<file path="config.mk">
export PLATFORM = sky130hd
export DESIGN_NAME = belct_ctrl
export DESIGN_NICKNAME = d
export VERILOG_FILES = /design/src/hw/rtl/belct_pkg.sv /design/src/hw/rtl/belct_ctrl.sv
export SDC_FILE = /design/constraint.sdc
export NUM_CORES = 1
export LEC_CHECK = 0
export BUFFER_PORTS_ARGS = -buffer_cell sky130_fd_sc_hd__clkbuf_2
export CORE_AREA = 2 2 39 41
export CTS_CLUSTER_DIAMETER = 150
export CTS_CLUSTER_SIZE = 20
export DETAILED_ROUTE_END_ITERATION = 7
export DIE_AREA = 0 0 41 43
export PLACE_DENSITY = 0.4
export SETUP_SLACK_MARGIN = 0.1
export SLEW_MARGIN = 20
export SYNTH_ARGS = -nofsm -noshare
export SYNTH_HDL_FRONTEND = slang
export SYNTH_SLANG_ARGS = --single-unit
</file>
<file path="constraint.sdc">
create_clock -name clk -period 1.4 [get_ports clk]
set_clock_uncertainty 0.15 [all_clocks]
set_input_delay 0.07 -clock clk [delete_from_list [all_inputs] [get_ports clk]]
set_output_delay 0.07 -clock clk [all_outputs]
set_load 0.01 [all_outputs]
</file>
<file path="src/hw/rtl/belct_pkg.sv">
// Package: shared constants and types for the event log and counter table.
package belct_pkg;

    localparam int LOG_DEPTH_D      = 32;
    localparam int COUNTER_DEPTH_D  = 16;
    localparam int EVENT_ID_DEPTH_D = 16;
    localparam int ID_BITS_D        = 32;

    localparam logic [2:0] CMD_REG_EVENT   = 3'd0;
    localparam logic [2:0] CMD_REG_COUNTER = 3'd1;
    localparam logic [2:0] CMD_LOG_EVENT   = 3'd2;
    localparam logic [2:0] CMD_ADD_COUNTER = 3'd3;
    localparam logic [2:0] CMD_HALT        = 3'd4;
    localparam logic [2:0] CMD_SNAPSHOT    = 3'd5;

    localparam logic [2:0] ST_OK          = 3'd0;
    localparam logic [2:0] ST_STOPPED     = 3'd1;
    localparam logic [2:0] ST_UNK_EVENT   = 3'd2;
    localparam logic [2:0] ST_UNK_COUNTER = 3'd3;
    localparam logic [2:0] ST_CAPACITY    = 3'd4;
    localparam logic [2:0] ST_DROPPED     = 3'd5;
    localparam logic [2:0] ST_OVERFLOW    = 3'd6;
    localparam logic [2:0] ST_INVALID     = 3'd7;

    localparam logic [1:0] KIND_HEADER  = 2'd0;
    localparam logic [1:0] KIND_EVENT   = 2'd1;
    localparam logic [1:0] KIND_COUNTER = 2'd2;

    localparam logic [2:0] REG_LOG_LIMIT  = 3'd0;
    localparam logic [2:0] REG_CNT_LIMIT  = 3'd1;
    localparam logic [2:0] REG_EVID_LIMIT = 3'd2;
    localparam logic [2:0] REG_CNID_LIMIT = 3'd3;
    localparam logic [2:0] REG_FILTER     = 3'd4;

    // Commands from controller to datapath
    typedef struct packed {
        logic       exec;       // evaluate and commit the held command
        logic       snap_start; // emit header, count the query
        logic       emit_event; // emit log entry at read pointer
        logic       emit_cntr;  // emit counter at read pointer
        logic       ptr_clear;
        logic       ptr_inc;
        logic       rd_issue;   // register memory read at pointer
    } belct_cmd_t;

    // Status from datapath to controller
    typedef struct packed {
        logic       ev_last;    // pointer at last log entry
        logic       cn_last;    // pointer at last counter
        logic       ev_none;
        logic       cn_none;
    } belct_stat_t;

endpackage

</file>
<file path="src/hw/rtl/belct_ctrl.sv">
// Controller: sequences command execution and snapshot streaming.
module belct_ctrl
(
    input  logic                  clk,
    input  logic                  rst_n,
    input  logic                  in_fire,
    input  logic                  is_snap,
    input  logic                  out_free,
    input  belct_pkg::belct_stat_t stat,
    output logic                  busy,
    output belct_pkg::belct_cmd_t cmd
);

    typedef enum logic [2:0] {
        S_IDLE, S_EXEC, S_EV_RD, S_EV_OUT, S_CN_RD, S_CN_OUT
    } state_t;

    state_t state_reg, state_next;

    always_comb
    begin
        state_next = state_reg;
        cmd        = '0;
        case (state_reg)
            S_IDLE:
            begin
                if (in_fire)
                begin
                    state_next = S_EXEC;
                end
            end
            S_EXEC:
            begin
                if (out_free)
                begin
                    cmd.ptr_clear = 1'b1;
                    if (!is_snap)
                    begin
                        cmd.exec   = 1'b1;
                        state_next = S_IDLE;
                    end
                    else
                    begin
                        cmd.snap_start = 1'b1;
                        if (!stat.ev_none)
                        begin
                            state_next = S_EV_RD;
                        end
                        else if (!stat.cn_none)
                        begin
                            state_next = S_CN_RD;
                        end
                        else
                        begin
                            state_next = S_IDLE;
                        end
                    end
                end
            end
            S_EV_RD:
            begin
                cmd.rd_issue = 1'b1;
                state_next   = S_EV_OUT;
            end
            S_EV_OUT:
            begin
                if (out_free)
                begin
                    cmd.emit_event = 1'b1;
                    if (!stat.ev_last)
                    begin
                        cmd.ptr_inc = 1'b1;
                        state_next  = S_EV_RD;
                    end
                    else
                    begin
                        cmd.ptr_clear = 1'b1;
                        state_next    = stat.cn_none ? S_IDLE : S_CN_RD;
                    end
                end
            end
            S_CN_RD:
            begin
                cmd.rd_issue = 1'b1;
                state_next   = S_CN_OUT;
            end
            S_CN_OUT:
            begin
                if (out_free)
                begin
                    cmd.emit_cntr = 1'b1;
                    if (!stat.cn_last)
                    begin
                        cmd.ptr_inc = 1'b1;
                        state_next  = S_CN_RD;
                    end
                    else
                    begin
                        state_next = S_IDLE;
                    end
                end
            end
            default:
            begin
                state_next = S_IDLE;
            end
        endcase
    end

    assign busy = (state_reg != S_IDLE);

    always_ff @(posedge clk or negedge rst_n)
    begin
        if (!rst_n)
        begin
            state_reg <= S_IDLE;
        end
        else
        begin
            state_reg <= state_next;
        end
    end

endmodule

</file>
======== Word-level counts from Yosys, hierarchy flattened ========
Index checks and enable logic that the tools add are counted.
cells by class
  equal/unequal tests ..................... 9
  muxes and demuxes ....................... 25
  reductions and logical operators ........ 4
operator list
  cell                count
  $mux 3              9
  $pmux 3 s6          1
  $mux 1              10
  $ne 2x2->1 const B  4
  $eq 3x2->1 const B  2
  $eq 3x3->1 const B  2
  $mux 2              3
  $pmux 1 s2          2
  $reduce_and 4->1    1
  $eq 3x1->1 const B  1
  $logic_not 3->1     1
  $reduce_bool 3->1   1
  $reduce_or 2->1     1
storage, ports and cells
  register bits ........................... 3
  bits of input ports ..................... 9
  output and inout bits ................... 8
  word-level logic and storage cells ...... 39

======== Depth between registers and ports, before layout ========
  depth in word-level cells ............... 5
  mapped depth ............................ 4
  depth with buffers taken out ............ 3

======== Least setup slack after synthesis ========
No wires, ideal clock.
  path type ............................... reg-to-reg
  start point ............................. reg state_reg[2]
  end point ............................... reg state_reg[0]
  arrival ................................. 1.225 ns
  required time ........................... 1.130 ns
  path slack .............................. -0.095 ns
  stages on the path, launching flop included .. 4
  cell sequence ........................... dfrtp_1 buf_2 or3_2 o211a_1
on the way
  word-level cells in the longest chain between the ends .. 3
  elaborated cells on any way between the ends .. 12
  classes of those cells .................. eq/ne (9); mux (1); reduce/logical (2)
ends and longest elaborated chain
  element                             RTL line           RTL
  start, declared                     belct_ctrl.sv:18   state_t state_reg, state_next;
  start signal, assigned              belct_ctrl.sv:120  state_reg <= state_next;
  $eq 3x1->1 (tied with other cells)  belct_ctrl.sv:24   case (state_reg)
  $ne 2x2->1 (no line)                --
  $reduce_and 4->1 (no line)          --
Parallel ways exist; a longest one is shown, timed or not.
A chain may end at the register's enable or synchronous reset.

==> metrics.txt <==
# TYPE chip_impl_metric gauge
chip_impl_metric{name="dp_hpwl",unit="um"} 545
chip_impl_metric{name="fill_cells",unit=""} 150
chip_impl_metric{name="avgViaCountPerCell",unit=""} 4.29
chip_impl_info{name="reg2reg_from",value="state_reg[0]"} 1
chip_impl_info{name="tritoncts",value="yes"} 1
chip_impl_metric{name="cts.sink_count",unit=""} 3
chip_impl_metric{name="power_density",unit="nW/um^2"} 1880
chip_impl_metric{name="cts_max_level",unit=""} 1
chip_impl_metric{name="total_cts_buffers",unit=""} 3
chip_impl_metric{name="worst_hold_slack",unit="ns"} -0.0207
chip_impl_metric{name="synth_compound_gate_area_share",unit=""} 0.202
chip_impl_metric{name="design.final.nets",unit=""} 70
chip_impl_metric{name="die_h",unit="um"} 43
chip_impl_metric{name="detail_route.wl_per_cell",unit="um"} 10.4
chip_impl_metric{name="drtIter0Drc",unit=""} 4
chip_impl_metric{name="sequentialPowerShare",unit=""} 0.212
chip_impl_metric{name="overall_fraction_of_global_route_tracks_in_use",unit=""} 0.113
chip_impl_metric{name="netlist_area",unit="um^2"} 235
chip_impl_info{name="synth_top_family_by_area",value="simple AND/OR/NAND/NOR gates"} 1
chip_impl_metric{name="setup_slack_after_placement",unit="ns"} 0.0177
chip_impl_metric{name="share_of_the_yosys_chip_area_belonging_to_registers",unit=""} 0.319
chip_impl_metric{name="report.final.slew_viol_count",unit=""} 0
chip_impl_info{name="outcome",value="finished with violations"} 1
chip_impl_metric{name="total_number_of_yosys_warnings",unit=""} 0
chip_impl_info{name="rsz0062_at_grt",value="true"} 1
chip_impl_metric{name="clock_path_buffers",unit=""} 2
chip_impl_metric{name="worst_slack",unit="ns"} -0.0599
chip_impl_info{name="timing.hold.worst.class",value="in2reg"} 1
chip_impl_metric{name="grt_overflow",unit=""} 0
chip_impl_metric{name="maxClockFrequency",unit="GHz"} 0.685
chip_impl_info{name="busiest_layer",value="met2"} 1
chip_impl_metric{name="share_of_synthesized_cell_area_in_and_or_nand_and_nor_gates",unit=""} 0.426
chip_impl_metric{name="critPathArrivalTime",unit="ns"} 1.24
chip_impl_metric{name="post_route_cells_drive_above_1_share",unit=""} 0.650
chip_impl_metric{name="cap_viol_max_count",unit=""} 0
chip_impl_info{name="failed_checks",value="hold timing, setup timing"} 1
chip_impl_metric{name="ys_ff_latch",unit=""} 3
chip_impl_metric{name="largest_register_ffs",unit=""} 3
chip_impl_metric{name="final.period_utilization",unit=""} 1.04
chip_impl_metric{name="multiInputGateArea",unit="um^2"} 195
chip_impl_metric{name="gp_routability_congestion",unit=""} 0.652
chip_impl_metric{name="floorplan.die_area",unit="um^2"} 1760
chip_impl_metric{name="synth.area.mux_share",unit=""} 0
chip_impl_metric{name="use_met2",unit=""} 0.184
chip_impl_metric{name="grt_pass1_vias",unit=""} 340
chip_impl_metric{name="syn-num-nets",unit=""} 40
chip_impl_metric{name="swShare",unit=""} 0.385
chip_impl_metric{name="gr-usage-met1",unit=""} 0.104
chip_impl_metric{name="firstDrtPassIters",unit=""} 2
chip_impl_metric{name="power.internal",unit="uW"} 602
chip_impl_info{name="end_kind",value="primary output"} 1
chip_impl_metric{name="p_clk_frac",unit=""} 0.156
chip_impl_metric{name="post-place-cells",unit=""} 65
chip_impl_metric{name="fraction_of_met3_tracks_used_by_global_routing",unit=""} 0.0471
chip_impl_info{name="cp-startpoint",value="state_reg[0]"} 1
chip_impl_metric{name="route.detailed.drc",unit=""} 0
chip_impl_metric{name="mean_syn_cell_area",unit="um^2"} 7.59
chip_impl_metric{name="irDropWorstVdd",unit="uV"} 678
chip_impl_metric{name="post-route-min-period",unit="ns"} 1.46
chip_impl_metric{name="report.final.setup_viol",unit=""} 3
chip_impl_metric{name="drt-total-wl",unit="um"} 791
chip_impl_metric{name="layout.cells.non_filler",unit=""} 76
chip_impl_metric{name="die_width",unit="um"} 41
chip_impl_metric{name="antenna_found_initial",unit=""} 0
chip_impl_metric{name="ios",unit=""} 17
chip_impl_metric{name="placement_rows",unit=""} 14
chip_impl_metric{name="post_synth_fa_ha_maj_area_fraction",unit=""} 0
chip_impl_metric{name="maxSlewHeadroom",unit=""} 0.842
chip_impl_metric{name="layout-area-overhead-vs-synth",unit="%"} 122
chip_impl_metric{name="port_buffers",unit=""} 16
chip_impl_info{name="clock_root_buffer",value="sky130_fd_sc_hd__clkbuf_4"} 1
chip_impl_metric{name="required",unit="ns"} 1.18
chip_impl_metric{name="antennaDiodeCount",unit=""} 0
chip_impl_metric{name="synthDistinctLibCells",unit=""} 22
chip_impl_metric{name="power.switching",unit="uW"} 377
chip_impl_metric{name="synthesis.instances",unit=""} 31
chip_impl_metric{name="sequential_cell_area",unit="um^2"} 77.6
chip_impl_metric{name="worst-path-max-fanout",unit=""} 4
chip_impl_metric{name="comb_power_share",unit=""} 0.633
chip_impl_metric{name="grt_first_pass_wirelength",unit="mm"} 1.31
chip_impl_metric{name="route.antenna.remaining_nets",unit=""} 0
chip_impl_metric{name="core_area",unit="um^2"} 1380
chip_impl_metric{name="cts.reportedPaths.clkPinSlew",unit="ns"} 0.04
chip_impl_metric{name="clk_latency",unit="ns"} 0.23
chip_impl_metric{name="initial_core_util",unit=""} 0.170
chip_impl_metric{name="final_count_of_hold_timing_violations",unit=""} 1
chip_impl_info{name="timing_worst_setup_path_type",value="reg2out"} 1
chip_impl_metric{name="grt_max_degree",unit=""} 9
chip_impl_metric{name="p_total",unit="uW"} 979
chip_impl_info{name="min_from",value="stat[1]"} 1
chip_impl_metric{name="worst_slew_pin_slew",unit="ns"} 0.236
chip_impl_metric{name="yosys.area_share.xor_xnor",unit=""} 0
chip_impl_metric{name="route.vias.total",unit=""} 326
chip_impl_metric{name="leakagePower",unit="uW"} 0.000250
chip_impl_metric{name="finalCoreUtilization",unit=""} 0.377
chip_impl_info{name="critical_path.startpoint_type",value="flop"} 1
metrics by stage:
step / TNS, ns / cell area [um^2]
after floorplan: 0 / 241
after global placement: 0 / 360
after detailed placement: 0 / 360
after CTS: -0.211 / 459
after global routing: -0.598 / 522
final: -0.145 / 522
worst max-delay path, cell delays in order, from the launching register on:
cell                      delay, ns
sky130_fd_sc_hd__dfrtp_1       0.37
sky130_fd_sc_hd__nand2_2       0.09
sky130_fd_sc_hd__buf_6         0.14
sky130_fd_sc_hd__nor4b_2       0.24
sky130_fd_sc_hd__buf_2         0.17
power by group through the flow:
stage          Sequential, uW  Clock, uW  Combinational [uW]
3_5_place_dp              194          0                 384
2_1_floorplan             150          0                 270
5_1_grt                   216        175                 668
3_3_place_gp              198          0                 391
6_report                  207        152                 619
4_1_cts                   188        163                 508
layer usage:
metal / routed length [um] / vias to the layer above
met5: 0 / -
met4: 0 / 0
met3: 22 / 0
met2: 465 / 4
met1: 302 / 150
li1: - / 172
cell families (layout without fill, tap and decap cells):
group	Yosys count	count (layout)
buffers and inverters	3	32
DFF	3	3
AOI/OAI and AO/OA	7	7
and+or+nand+nor	18	18
synthesized netlist by cell type:
cell type                   n  area (um^2)
sky130_fd_sc_hd__nand3_1    1         5.00
sky130_fd_sc_hd__nor3b_1    1         7.51
sky130_fd_sc_hd__inv_1      1         3.75
sky130_fd_sc_hd__nand2_1    5         18.8
sky130_fd_sc_hd__a21o_1     1         7.51
sky130_fd_sc_hd__nor2_1     2         7.51
sky130_fd_sc_hd__o21ai_0    1         5.00
sky130_fd_sc_hd__or3_2      1         7.51
sky130_fd_sc_hd__clkbuf_1   1         3.75
sky130_fd_sc_hd__nor4_1     1         6.26
sky130_fd_sc_hd__dfrtp_1    3         75.1
sky130_fd_sc_hd__buf_2      1         5.00
sky130_fd_sc_hd__nor4b_1    1         8.76
sky130_fd_sc_hd__nor2b_1    1         6.26
sky130_fd_sc_hd__or4b_1     1         10.0
sky130_fd_sc_hd__nand2_2    1         6.26
sky130_fd_sc_hd__a2bb2oi_1  1         8.76
sky130_fd_sc_hd__o211a_1    1         10.0
sky130_fd_sc_hd__a31oi_1    1         6.26
sky130_fd_sc_hd__nor3_1     2         10.0
sky130_fd_sc_hd__nand2b_1   1         6.26
sky130_fd_sc_hd__a21oi_1    2         10.0
path summary, 6_finish.rpt:
kind	to	slack (ns)	cells past startpoint
max	cmd[5]	-0.06	4
min	state_reg[1]	-0.02	3
max reg2reg	state_reg[0]	0.03	3
min reg2reg	state_reg[1]	0.48	2
max in group asynchronous	state_reg[1]	0.97	2
min in group asynchronous	state_reg[0]	0.01	2
layout by cell type (no fill, tap or decap), drive strengths merged:
master and n:
buf 16, clkbuf 12, nand2 6, dlygate4sd3 3
dfrtp 3, nor3 2, a21oi 2, nor2 2
or3 1, nand2b 1, inv 1, nor4b 1
nor2b 1, a2bb2oi 1, nor3b 1, nor4 1
or4b 1, nand3 1, o211a 1, o21ai 1
a31oi 1, a21o 1
cell type report:
type	instances	area share
Clock buffer	4	0.0504
Inverter	1	0.00719
Multi-Input combinational cell	25	0.374
Sequential cell	3	0.149
Tap cell	16	0.0384
Timing Repair Buffer	27	0.381
timing repair:
| item | CTS | global route |
|---|---|---|
| gates resized for setup | 10 | 17 |
| pin swaps | 3 | 4 |
| hold endpoints to repair | 5 | 2 |
| hold buffers | 2 | 1 |
| setup buffers | 3 | 1 |
| endpoints found under the setup margin | 10 | 10 |
Power figures use the tool's default switching activity.
